File: config.mk
export PLATFORM = sky130hd
export DESIGN_NAME = hptc_muldiv
export DESIGN_NICKNAME = d
export VERILOG_FILES = /design/src/rtl/hptc_pkg.sv /design/src/rtl/hptc_muldiv.sv
export SDC_FILE = /design/constraint.sdc
export NUM_CORES = 1
export LEC_CHECK = 0
export BUFFER_PORTS_ARGS = -buffer_cell sky130_fd_sc_hd__buf_2
export CELL_PAD_IN_SITES_DETAIL_PLACEMENT = 0
export CELL_PAD_IN_SITES_GLOBAL_PLACEMENT = 1
export CORE_MARGIN = 5
export CORE_UTILIZATION = 49
export CTS_BUF_LIST = sky130_fd_sc_hd__clkbuf_8 sky130_fd_sc_hd__clkbuf_16
export CTS_CLUSTER_DIAMETER = 150
export DETAILED_ROUTE_END_ITERATION = 6
export PLACE_DENSITY = 0.95
export SYNTH_ARGS = -nofsm -noshare
export SYNTH_HDL_FRONTEND = slang
export SYNTH_SLANG_ARGS = --single-unit
File: constraint.sdc
create_clock -name aclk -period 11.9 [get_ports aclk]
set_input_delay 1.785 -clock aclk [delete_from_list [all_inputs] [get_ports aclk]]
set_output_delay 1.785 -clock aclk [all_outputs]
set_load 0.03 [all_outputs]
File: src/rtl/hptc_pkg.sv
// shared types, opcodes and the compensation microprogram
package hptc_pkg;

    localparam int PC_W = 7;

    localparam logic [3:0] OP_ADD   = 4'd0;
    localparam logic [3:0] OP_SUB   = 4'd1;
    localparam logic [3:0] OP_RSUB  = 4'd2;
    localparam logic [3:0] OP_SHL   = 4'd3;
    localparam logic [3:0] OP_SDIV  = 4'd4;
    localparam logic [3:0] OP_W32   = 4'd5;
    localparam logic [3:0] OP_MUL   = 4'd6;
    localparam logic [3:0] OP_DIV   = 4'd7;
    localparam logic [3:0] OP_SAT   = 4'd8;
    localparam logic [3:0] OP_CLMP  = 4'd9;
    localparam logic [3:0] OP_BRZ   = 4'd10;
    localparam logic [3:0] OP_WFINE = 4'd11;
    localparam logic [3:0] OP_WT    = 4'd12;
    localparam logic [3:0] OP_WP    = 4'd13;
    localparam logic [3:0] OP_WH    = 4'd14;
    localparam logic [3:0] OP_END   = 4'd15;

    localparam logic [4:0] S_R0   = 5'd0;
    localparam logic [4:0] S_R1   = 5'd1;
    localparam logic [4:0] S_R2   = 5'd2;
    localparam logic [4:0] S_R3   = 5'd3;
    localparam logic [4:0] S_R4   = 5'd4;
    localparam logic [4:0] S_R5   = 5'd5;
    localparam logic [4:0] S_R6   = 5'd6;
    localparam logic [4:0] S_R7   = 5'd7;
    localparam logic [4:0] S_IMM  = 5'd8;
    localparam logic [4:0] S_T1   = 5'd9;
    localparam logic [4:0] S_T2   = 5'd10;
    localparam logic [4:0] S_T3   = 5'd11;
    localparam logic [4:0] S_P1   = 5'd12;
    localparam logic [4:0] S_P2   = 5'd13;
    localparam logic [4:0] S_P3   = 5'd14;
    localparam logic [4:0] S_P4   = 5'd15;
    localparam logic [4:0] S_P5   = 5'd16;
    localparam logic [4:0] S_P6   = 5'd17;
    localparam logic [4:0] S_P7   = 5'd18;
    localparam logic [4:0] S_P8   = 5'd19;
    localparam logic [4:0] S_P9   = 5'd20;
    localparam logic [4:0] S_H1   = 5'd21;
    localparam logic [4:0] S_H2   = 5'd22;
    localparam logic [4:0] S_H3   = 5'd23;
    localparam logic [4:0] S_H4   = 5'd24;
    localparam logic [4:0] S_H5   = 5'd25;
    localparam logic [4:0] S_H6   = 5'd26;
    localparam logic [4:0] S_ADCT = 5'd27;
    localparam logic [4:0] S_ADCP = 5'd28;
    localparam logic [4:0] S_RAWH = 5'd29;
    localparam logic [4:0] S_FINE = 5'd30;
    localparam logic [4:0] S_OFF  = 5'd31;

    localparam logic [PC_W-1:0] PC_TEMP  = 7'd0;
    localparam logic [PC_W-1:0] PC_PRESS = 7'd26;
    localparam logic [PC_W-1:0] PC_PZERO = 7'd62;
    localparam logic [PC_W-1:0] PC_HUM   = 7'd64;

    localparam logic [63:0] SEC_TEMP  = 64'd0;
    localparam logic [63:0] SEC_PRESS = 64'd1;
    localparam logic [63:0] SEC_HUM   = 64'd2;

    localparam logic [2:0] REG_CAL_TEMP    = 3'd0;
    localparam logic [2:0] REG_CAL_PRESS_A = 3'd1;
    localparam logic [2:0] REG_CAL_PRESS_B = 3'd2;
    localparam logic [2:0] REG_CAL_PRESS_C = 3'd3;
    localparam logic [2:0] REG_CAL_HUM_A   = 3'd4;
    localparam logic [2:0] REG_CAL_HUM_B   = 3'd5;
    localparam logic [2:0] REG_FINE_OFFSET = 3'd6;

    typedef struct packed {
        logic [3:0]  op;
        logic [2:0]  dst;
        logic [4:0]  sa;
        logic [4:0]  sb;
        logic [63:0] imm;
    } instr_t;

    typedef struct packed {
        logic start;
        logic div;
    } md_req_t;

    typedef struct packed {
        logic done;
    } md_stat_t;

    function automatic instr_t mk(logic [3:0] op, logic [2:0] dst, logic [4:0] sa,
                                  logic [4:0] sb, logic [63:0] imm);
        instr_t i;
        i.op  = op;
        i.dst = dst;
        i.sa  = sa;
        i.sb  = sb;
        i.imm = imm;
        return i;
    endfunction

    function automatic instr_t prog(logic [PC_W-1:0] pc);
        instr_t i;
        case (pc)
            // temperature
            7'd0:   i = mk(OP_SDIV,  3'd0, S_ADCT, S_IMM, 64'd3);
            7'd1:   i = mk(OP_SHL,   3'd1, S_T1,   S_IMM, 64'd1);
            7'd2:   i = mk(OP_SUB,   3'd0, S_R0,   S_R1,  64'd0);
            7'd3:   i = mk(OP_MUL,   3'd0, S_R0,   S_T2,  64'd0);
            7'd4:   i = mk(OP_W32,   3'd0, S_R0,   S_IMM, 64'd0);
            7'd5:   i = mk(OP_SDIV,  3'd0, S_R0,   S_IMM, 64'd11);
            7'd6:   i = mk(OP_SDIV,  3'd1, S_ADCT, S_IMM, 64'd4);
            7'd7:   i = mk(OP_SUB,   3'd1, S_R1,   S_T1,  64'd0);
            7'd8:   i = mk(OP_MUL,   3'd1, S_R1,   S_R1,  64'd0);
            7'd9:   i = mk(OP_W32,   3'd1, S_R1,   S_IMM, 64'd0);
            7'd10:  i = mk(OP_SDIV,  3'd1, S_R1,   S_IMM, 64'd12);
            7'd11:  i = mk(OP_MUL,   3'd1, S_R1,   S_T3,  64'd0);
            7'd12:  i = mk(OP_W32,   3'd1, S_R1,   S_IMM, 64'd0);
            7'd13:  i = mk(OP_SDIV,  3'd1, S_R1,   S_IMM, 64'd14);
            7'd14:  i = mk(OP_ADD,   3'd0, S_R0,   S_R1,  64'd0);
            7'd15:  i = mk(OP_W32,   3'd0, S_R0,   S_IMM, 64'd0);
            7'd16:  i = mk(OP_ADD,   3'd0, S_R0,   S_OFF, 64'd0);
            7'd17:  i = mk(OP_W32,   3'd0, S_R0,   S_IMM, 64'd0);
            7'd18:  i = mk(OP_WFINE, 3'd0, S_R0,   S_IMM, 64'd0);
            7'd19:  i = mk(OP_MUL,   3'd0, S_R0,   S_IMM, 64'd5);
            7'd20:  i = mk(OP_W32,   3'd0, S_R0,   S_IMM, 64'd0);
            7'd21:  i = mk(OP_ADD,   3'd0, S_R0,   S_IMM, 64'd128);
            7'd22:  i = mk(OP_W32,   3'd0, S_R0,   S_IMM, 64'd0);
            7'd23:  i = mk(OP_SDIV,  3'd0, S_R0,   S_IMM, 64'd8);
            7'd24:  i = mk(OP_WT,    3'd0, S_R0,   S_IMM, 64'd0);
            7'd25:  i = mk(OP_END,   3'd0, S_R0,   S_IMM, SEC_TEMP);
            // pressure
            7'd26:  i = mk(OP_SUB,   3'd0, S_FINE, S_IMM, 64'd128000);
            7'd27:  i = mk(OP_MUL,   3'd1, S_R0,   S_R0,  64'd0);
            7'd28:  i = mk(OP_MUL,   3'd2, S_R1,   S_P6,  64'd0);
            7'd29:  i = mk(OP_MUL,   3'd3, S_R0,   S_P5,  64'd0);
            7'd30:  i = mk(OP_SHL,   3'd3, S_R3,   S_IMM, 64'd17);
            7'd31:  i = mk(OP_ADD,   3'd2, S_R2,   S_R3,  64'd0);
            7'd32:  i = mk(OP_SHL,   3'd3, S_P4,   S_IMM, 64'd35);
            7'd33:  i = mk(OP_ADD,   3'd2, S_R2,   S_R3,  64'd0);
            7'd34:  i = mk(OP_MUL,   3'd1, S_R1,   S_P3,  64'd0);
            7'd35:  i = mk(OP_SDIV,  3'd1, S_R1,   S_IMM, 64'd8);
            7'd36:  i = mk(OP_MUL,   3'd3, S_R0,   S_P2,  64'd0);
            7'd37:  i = mk(OP_SHL,   3'd3, S_R3,   S_IMM, 64'd12);
            7'd38:  i = mk(OP_ADD,   3'd1, S_R1,   S_R3,  64'd0);
            7'd39:  i = mk(OP_ADD,   3'd1, S_R1,   S_IMM, 64'd140737488355328);
            7'd40:  i = mk(OP_MUL,   3'd1, S_R1,   S_P1,  64'd0);
            7'd41:  i = mk(OP_SDIV,  3'd1, S_R1,   S_IMM, 64'd33);
            7'd42:  i = mk(OP_BRZ,   3'd0, S_R1,   S_IMM, {57'd0, PC_PZERO});
            7'd43:  i = mk(OP_RSUB,  3'd0, S_ADCP, S_IMM, 64'd1048576);
            7'd44:  i = mk(OP_SHL,   3'd0, S_R0,   S_IMM, 64'd31);
            7'd45:  i = mk(OP_SUB,   3'd0, S_R0,   S_R2,  64'd0);
            7'd46:  i = mk(OP_MUL,   3'd0, S_R0,   S_IMM, 64'd3125);
            7'd47:  i = mk(OP_DIV,   3'd0, S_R0,   S_R1,  64'd0);
            7'd48:  i = mk(OP_SDIV,  3'd3, S_R0,   S_IMM, 64'd13);
            7'd49:  i = mk(OP_MUL,   3'd4, S_P9,   S_R3,  64'd0);
            7'd50:  i = mk(OP_MUL,   3'd4, S_R4,   S_R3,  64'd0);
            7'd51:  i = mk(OP_SDIV,  3'd4, S_R4,   S_IMM, 64'd25);
            7'd52:  i = mk(OP_MUL,   3'd5, S_P8,   S_R0,  64'd0);
            7'd53:  i = mk(OP_SDIV,  3'd5, S_R5,   S_IMM, 64'd19);
            7'd54:  i = mk(OP_ADD,   3'd0, S_R0,   S_R4,  64'd0);
            7'd55:  i = mk(OP_ADD,   3'd0, S_R0,   S_R5,  64'd0);
            7'd56:  i = mk(OP_SDIV,  3'd0, S_R0,   S_IMM, 64'd8);
            7'd57:  i = mk(OP_SHL,   3'd6, S_P7,   S_IMM, 64'd4);
            7'd58:  i = mk(OP_ADD,   3'd0, S_R0,   S_R6,  64'd0);
            7'd59:  i = mk(OP_SAT,   3'd0, S_R0,   S_IMM, 64'd0);
            7'd60:  i = mk(OP_WP,    3'd0, S_R0,   S_IMM, 64'd0);
            7'd61:  i = mk(OP_END,   3'd0, S_R0,   S_IMM, SEC_PRESS);
            7'd62:  i = mk(OP_WP,    3'd0, S_IMM,  S_IMM, 64'd0);
            7'd63:  i = mk(OP_END,   3'd0, S_R0,   S_IMM, SEC_PRESS);
            // humidity
            7'd64:  i = mk(OP_SUB,   3'd0, S_FINE, S_IMM, 64'd76800);
            7'd65:  i = mk(OP_W32,   3'd0, S_R0,   S_IMM, 64'd0);
            7'd66:  i = mk(OP_SHL,   3'd1, S_RAWH, S_IMM, 64'd14);
            7'd67:  i = mk(OP_SHL,   3'd2, S_H4,   S_IMM, 64'd20);
            7'd68:  i = mk(OP_W32,   3'd2, S_R2,   S_IMM, 64'd0);
            7'd69:  i = mk(OP_MUL,   3'd3, S_H5,   S_R0,  64'd0);
            7'd70:  i = mk(OP_W32,   3'd3, S_R3,   S_IMM, 64'd0);
            7'd71:  i = mk(OP_SUB,   3'd1, S_R1,   S_R2,  64'd0);
            7'd72:  i = mk(OP_W32,   3'd1, S_R1,   S_IMM, 64'd0);
            7'd73:  i = mk(OP_SUB,   3'd1, S_R1,   S_R3,  64'd0);
            7'd74:  i = mk(OP_W32,   3'd1, S_R1,   S_IMM, 64'd0);
            7'd75:  i = mk(OP_ADD,   3'd1, S_R1,   S_IMM, 64'd16384);
            7'd76:  i = mk(OP_W32,   3'd1, S_R1,   S_IMM, 64'd0);
            7'd77:  i = mk(OP_SDIV,  3'd1, S_R1,   S_IMM, 64'd15);
            7'd78:  i = mk(OP_MUL,   3'd2, S_R0,   S_H6,  64'd0);
            7'd79:  i = mk(OP_W32,   3'd2, S_R2,   S_IMM, 64'd0);
            7'd80:  i = mk(OP_SDIV,  3'd2, S_R2,   S_IMM, 64'd10);
            7'd81:  i = mk(OP_MUL,   3'd3, S_R0,   S_H3,  64'd0);
            7'd82:  i = mk(OP_W32,   3'd3, S_R3,   S_IMM, 64'd0);
            7'd83:  i = mk(OP_SDIV,  3'd3, S_R3,   S_IMM, 64'd11);
            7'd84:  i = mk(OP_ADD,   3'd3, S_R3,   S_IMM, 64'd32768);
            7'd85:  i = mk(OP_W32,   3'd3, S_R3,   S_IMM, 64'd0);
            7'd86:  i = mk(OP_MUL,   3'd2, S_R2,   S_R3,  64'd0);
            7'd87:  i = mk(OP_W32,   3'd2, S_R2,   S_IMM, 64'd0);
            7'd88:  i = mk(OP_SDIV,  3'd2, S_R2,   S_IMM, 64'd10);
            7'd89:  i = mk(OP_ADD,   3'd2, S_R2,   S_IMM, 64'd2097152);
            7'd90:  i = mk(OP_W32,   3'd2, S_R2,   S_IMM, 64'd0);
            7'd91:  i = mk(OP_MUL,   3'd2, S_R2,   S_H2,  64'd0);
            7'd92:  i = mk(OP_W32,   3'd2, S_R2,   S_IMM, 64'd0);
            7'd93:  i = mk(OP_ADD,   3'd2, S_R2,   S_IMM, 64'd8192);
            7'd94:  i = mk(OP_W32,   3'd2, S_R2,   S_IMM, 64'd0);
            7'd95:  i = mk(OP_SDIV,  3'd2, S_R2,   S_IMM, 64'd14);
            7'd96:  i = mk(OP_MUL,   3'd1, S_R1,   S_R2,  64'd0);
            7'd97:  i = mk(OP_W32,   3'd1, S_R1,   S_IMM, 64'd0);
            7'd98:  i = mk(OP_SDIV,  3'd2, S_R1,   S_IMM, 64'd15);
            7'd99:  i = mk(OP_MUL,   3'd2, S_R2,   S_R2,  64'd0);
            7'd100: i = mk(OP_W32,   3'd2, S_R2,   S_IMM, 64'd0);
            7'd101: i = mk(OP_SDIV,  3'd2, S_R2,   S_IMM, 64'd7);
            7'd102: i = mk(OP_MUL,   3'd2, S_R2,   S_H1,  64'd0);
            7'd103: i = mk(OP_W32,   3'd2, S_R2,   S_IMM, 64'd0);
            7'd104: i = mk(OP_SDIV,  3'd2, S_R2,   S_IMM, 64'd4);
            7'd105: i = mk(OP_SUB,   3'd1, S_R1,   S_R2,  64'd0);
            7'd106: i = mk(OP_W32,   3'd1, S_R1,   S_IMM, 64'd0);
            7'd107: i = mk(OP_CLMP,  3'd1, S_R1,   S_IMM, 64'd0);
            7'd108: i = mk(OP_SDIV,  3'd1, S_R1,   S_IMM, 64'd12);
            7'd109: i = mk(OP_WH,    3'd0, S_R1,   S_IMM, 64'd0);
            default: i = mk(OP_END,  3'd0, S_R0,   S_IMM, SEC_HUM);
        endcase
        return i;
    endfunction

endpackage

File: src/rtl/hptc_muldiv.sv
// shared serial unit: 64-bit wrapping multiply and truncating signed divide
module hptc_muldiv import hptc_pkg::*; (
    input  logic        aclk,
    input  logic        aresetn,
    input  md_req_t     req,
    input  logic [63:0] a,
    input  logic [63:0] b,
    output md_stat_t    stat,
    output logic [63:0] result
);

    logic        busy_reg, busy_next;
    logic        done_reg, done_next;
    logic        div_reg, div_next;
    logic        neg_reg, neg_next;
    logic [64:0] acc_reg, acc_next;
    logic [63:0] x_reg, x_next;
    logic [63:0] y_reg, y_next;
    logic [5:0]  cnt_reg, cnt_next;
    logic [64:0] shifted;

    always_comb begin
        busy_next = busy_reg;
        done_next = 1'b0;
        div_next  = div_reg;
        neg_next  = neg_reg;
        acc_next  = acc_reg;
        x_next    = x_reg;
        y_next    = y_reg;
        cnt_next  = cnt_reg;
        shifted   = {acc_reg[63:0], x_reg[63]};
        if (req.start) begin
            busy_next = 1'b1;
            div_next  = req.div;
            neg_next  = a[63] ^ b[63];
            acc_next  = '0;
            cnt_next  = '0;
            if (req.div) begin
                x_next = a[63] ? (64'd0 - a) : a;
                y_next = b[63] ? (64'd0 - b) : b;
            end else begin
                x_next = a;
                y_next = b;
            end
        end else if (busy_reg) begin
            if (div_reg) begin
                if (shifted >= {1'b0, y_reg}) begin
                    acc_next = shifted - {1'b0, y_reg};
                    x_next   = {x_reg[62:0], 1'b1};
                end else begin
                    acc_next = shifted;
                    x_next   = {x_reg[62:0], 1'b0};
                end
                cnt_next = cnt_reg + 6'd1;
                if (cnt_reg == 6'd63) begin
                    busy_next = 1'b0;
                    done_next = 1'b1;
                end
            end else if (y_reg == 64'd0) begin
                busy_next = 1'b0;
                done_next = 1'b1;
            end else begin
                acc_next = {1'b0, acc_reg[63:0] + (y_reg[0] ? x_reg : 64'd0)};
                x_next   = {x_reg[62:0], 1'b0};
                y_next   = {1'b0, y_reg[63:1]};
            end
        end
    end

    always_ff @(posedge aclk) begin
        if (!aresetn) begin
            busy_reg <= 1'b0;
            done_reg <= 1'b0;
        end else begin
            busy_reg <= busy_next;
            done_reg <= done_next;
        end
        div_reg <= div_next;
        neg_reg <= neg_next;
        acc_reg <= acc_next;
        x_reg   <= x_next;
        y_reg   <= y_next;
        cnt_reg <= cnt_next;
    end

    assign stat.done = done_reg;
    assign result = div_reg ? (neg_reg ? (64'd0 - x_reg) : x_reg) : acc_reg[63:0];

endmodule

==> impl_results.md <==
* Number of H-tree levels at 1
* CTS Buffer Depth at 3
* Vias at 22790
* Fmax at roughly 0.17 GHz
* Worst path slowest cell: or4_1
* Post-synthesis adder-cell area fraction at 7.617%
* Initial DRC count at between 1500 and 2000
* Vias per cell at about 6.2
* # DRC at 3
* Final Cycle Share at between 40% and 50%
* Endpoint type of the worst setup path: primary output
* Register area share after synthesis at 24.07%
* Pwr/cell area at 123.0 mW/mm^2
* First-pass DRT Iterations at 7
* Synth warnings at 0
* Hold WC Path Type: reg2reg
* Worst-path maximum fanout at 7
* Die height at 222.9 um
* Top cells by count, synth: a21oi_1 (431), nor2_1 (369), nand2_1 (255)
* Worst setup SP type: flip-flop
* Core footprint at 0.04509 mm^2
* Most common cell in the synthesized netlist: a21oi_1
* Critical Path RT at 10.12 ns
* Number of flops mapped to enable cells by yosys at 130
* CP peak stage delay at 0.61 ns
* Most used DFF post-synth: edfxtp_1
* First-pass GRT wire length at 114.3 mm
* Cells after synthesis at about 3000
* Die X at 222.9 um
* Cell Count, Final, Fillers Out at 3702
* FP Rows at 78
* Post-DP HPWL at 58.90 mm
* Slew @ Worst Pin at 1.217 ns
* Root Driver: clkbuf_16
* Max-cap violation count at 0
* Synth unique cells at 85
* Synth top area share at 17.58%
* Routability cong. at ~0.99
* Headroom to the max-slew limit at about a fifth
* Avg Inst Size Synth at about 7.3 um^2
* Total CTS buffers at 26
* Largest family of logic cells by synthesized area: compound AO/OA/AOI/OAI gates
* Total track usage at 28.02%
* Share of cells above drive strength 1 at 9.317%
* Synth Register Bits at 202
* Final number of hold-violating endpoints at 0
* Synth Net Count at 3295
* LEAKAGE at just under 0.01 uW
* Cell family with the largest share of critical-path delay: simple AND/OR/NAND/NOR gates
* Post-synthesis async set-or-reset flop share at 0%
* Complex-gate fraction of the synthesized area at 27.85%
* Synth Area in Simple Gates at between 20% and 30%
* Crit path time final at 5.937 ns
* CP bufs+invs at 1
* Failing checks: DRC
* Post-Place Cells at ~3700
* Synth area leaders: edfxtp_1 (18%), a21oi_1 (9.7%), ha_1 (7.4%)
* TritonCTS clock tree: done
* Wirelength, routed at 74.75 mm
* Crit path arrival time at between 4 and 5 ns
* CTS sink count at 202
* PortBufs at 196
* VDD IR max at 0.0001045 V
* Full die area at 0.04968 mm^2
* Cell type with the largest total area after synthesis: edfxtp_1
* Status: finished, violations left
* Avg WL per Cell at 20.19 um
* Final Max Slew Viols at 0
* FILL cells at 4487
* Inserted Diodes at 0
* Max Clock Skew at 0.008680 ns
* Area Growth Syn to Fin at 9.290%
* Total power at 2985 uW
* Antenna Nets Post-Route at 0
* I/O pin count at between 150 and 200
* Hold Buf Count CTS at 0
* Nets at between 3000 and 4000
* Largest net degree at the start of global routing at 139
* Clock transition at path regs at 0.06 ns
* Initial antenna violation count at 0
* Initial Util at 49.26%
* Total grt overflow at 0
* Crit-path cells: or4_1 > nor4_2 > nand4_1 > nor2_4 > nand3_2 > or4_4 > o31ai_4 > xnor2_1 > a21oi_1 > buf_2
* Vias in the first global route at 21810
* Clk Latency, worst-skew pair at 0.56 ns
* Xor and xnor area share after synthesis at 11.55%
* # resized after CTS at 0
* Mux share of post-synthesis cell area at 1.003%
* Setup_tns at 0 ns
* # setup viols final at 0
* Type of the worst setup path: reg2out
* Unrepaired setup endpoints after global routing: false
* # Post-CTS Setup Buffers at 0
* Synthesized cell area at about 0.022 mm^2
## worst reg2reg max path: stages, from the launching register on
cell and delay [ns]:
edfxtp_1 0.50, inv_1 0.09, ha_1 0.49, nand4_1 0.21
nor4_1 0.54, nand3_1 0.20, nor4_1 0.35, o311a_1 0.36
nor3_4 0.05, buf_4 0.30, buf_4 0.40, nand2b_1 0.57
o2111a_1 0.39, a22o_1 0.19
## metal layers
metal | routed length (um) | vias to the layer above | GRT usage (%) | part of all wire, %
li1 | - | 11130 | - | -
met1 | 30380 | 10840 | 33.86 | 41
met2 | 37650 | 639 | 51.15 | 50
met3 | 3172 | 182 | 2.513 | 4.2
met4 | 3551 | 0 | 11.46 | 4.8
met5 | 0 | - | 0 | 0
## cells by family (layout without fill, tap and decap cells)
| group | after synthesis | in the layout |
|---|---|---|
| AND/OR/NAND/NOR | 1061 | 1061 |
| AO/OA/AOI/OAI | 1020 | 1020 |
| XOR/XNOR | 293 | 293 |
| multiplexers | 22 | 22 |
| adder cells (fa/ha/maj) | 134 | 134 |
| buffers and inverters | 297 | 370 |
| flip-flops | 202 | 202 |
## where the power goes
part | internal [uW] | leakage, uW | switching (uW)
Combinational | 425 | 0.00745 | 777
Sequential | 837 | 0.00186 | 119
Clock | 495 | 0.000429 | 331
Total | 1760 | 0.00974 | 1230
## final timing paths
path / startpoint / end / slack, ns / cells past startpoint
setup / recovery: x_reg[14]$_DFFE_PP_ / result[63] / 5.96 / 10
hold reg to reg: cnt_reg[1]$_SDFFE_PP0P_ / cnt_reg[1]$_SDFFE_PP0P_ / 0.50 / 2
setup reg to reg: y_reg[54]$_DFFE_PP_ / acc_reg[48]$_SDFFE_PP0P_ / 7.16 / 13
hold / removal: cnt_reg[1]$_SDFFE_PP0P_ / cnt_reg[1]$_SDFFE_PP0P_ / 0.50 / 2
## final cells by class
class	instances	area, um^2	area share (%)
clock buffers	27	675.6	2.784
well taps	600	750.7	3.093
multi-input cells	2530	15760	64.94
clock inverters	19	198.9	0.8196
inverters	113	424.2	1.748
flip-flops and latches	202	5345	22.02
repair buffers	211	1115	4.593
## layout by cell type, fill, tap and decap left out, types with 14 or more instances in the layout
| master | n |
|---|---|
| a21oi_1 | 431 |
| nor2_1 | 369 |
| nand2_1 | 255 |
| o21ai_0 | 207 |
| buf_2 | 195 |
| xor2_1 | 167 |
| ha_1 | 132 |
| edfxtp_1 | 130 |
| xnor2_1 | 126 |
| inv_1 | 114 |
| and2_1 | 77 |
| dfxtp_1 | 72 |
| nor3_1 | 63 |
| a21o_1 | 63 |
| nand3_1 | 53 |
| o211ai_1 | 51 |
| nand4_1 | 49 |
| nor4_1 | 43 |
| o31ai_1 | 41 |
| a211oi_1 | 31 |
| nand2b_1 | 28 |
| clkbuf_16 | 27 |
| or3_1 | 26 |
| a31oi_1 | 26 |
| o41ai_1 | 26 |
| o21bai_1 | 24 |
| or4_1 | 21 |
| o21a_1 | 21 |
| mux2i_1 | 20 |
| nor2b_1 | 16 |
| buf_4 | 14 |
## stage by stage
stage / cell area (um^2) / setup slack [ns] / util (%) / hold WS, ns
detailed placement: 23400 / 6.603 / 51.89 / 0.4812
global route: 24270 / 5.742 / 53.83 / 0.5333
CTS: 24270 / 5.997 / 53.83 / 0.4940
floorplan: 22210 / 5.564 / - / 0.4537
global placement: 23400 / 6.729 / 51.89 / 0.4676
finish: 24270 / 5.963 / 53.83 / 0.5012
Note: power is estimated with default switching activity, not from simulation.
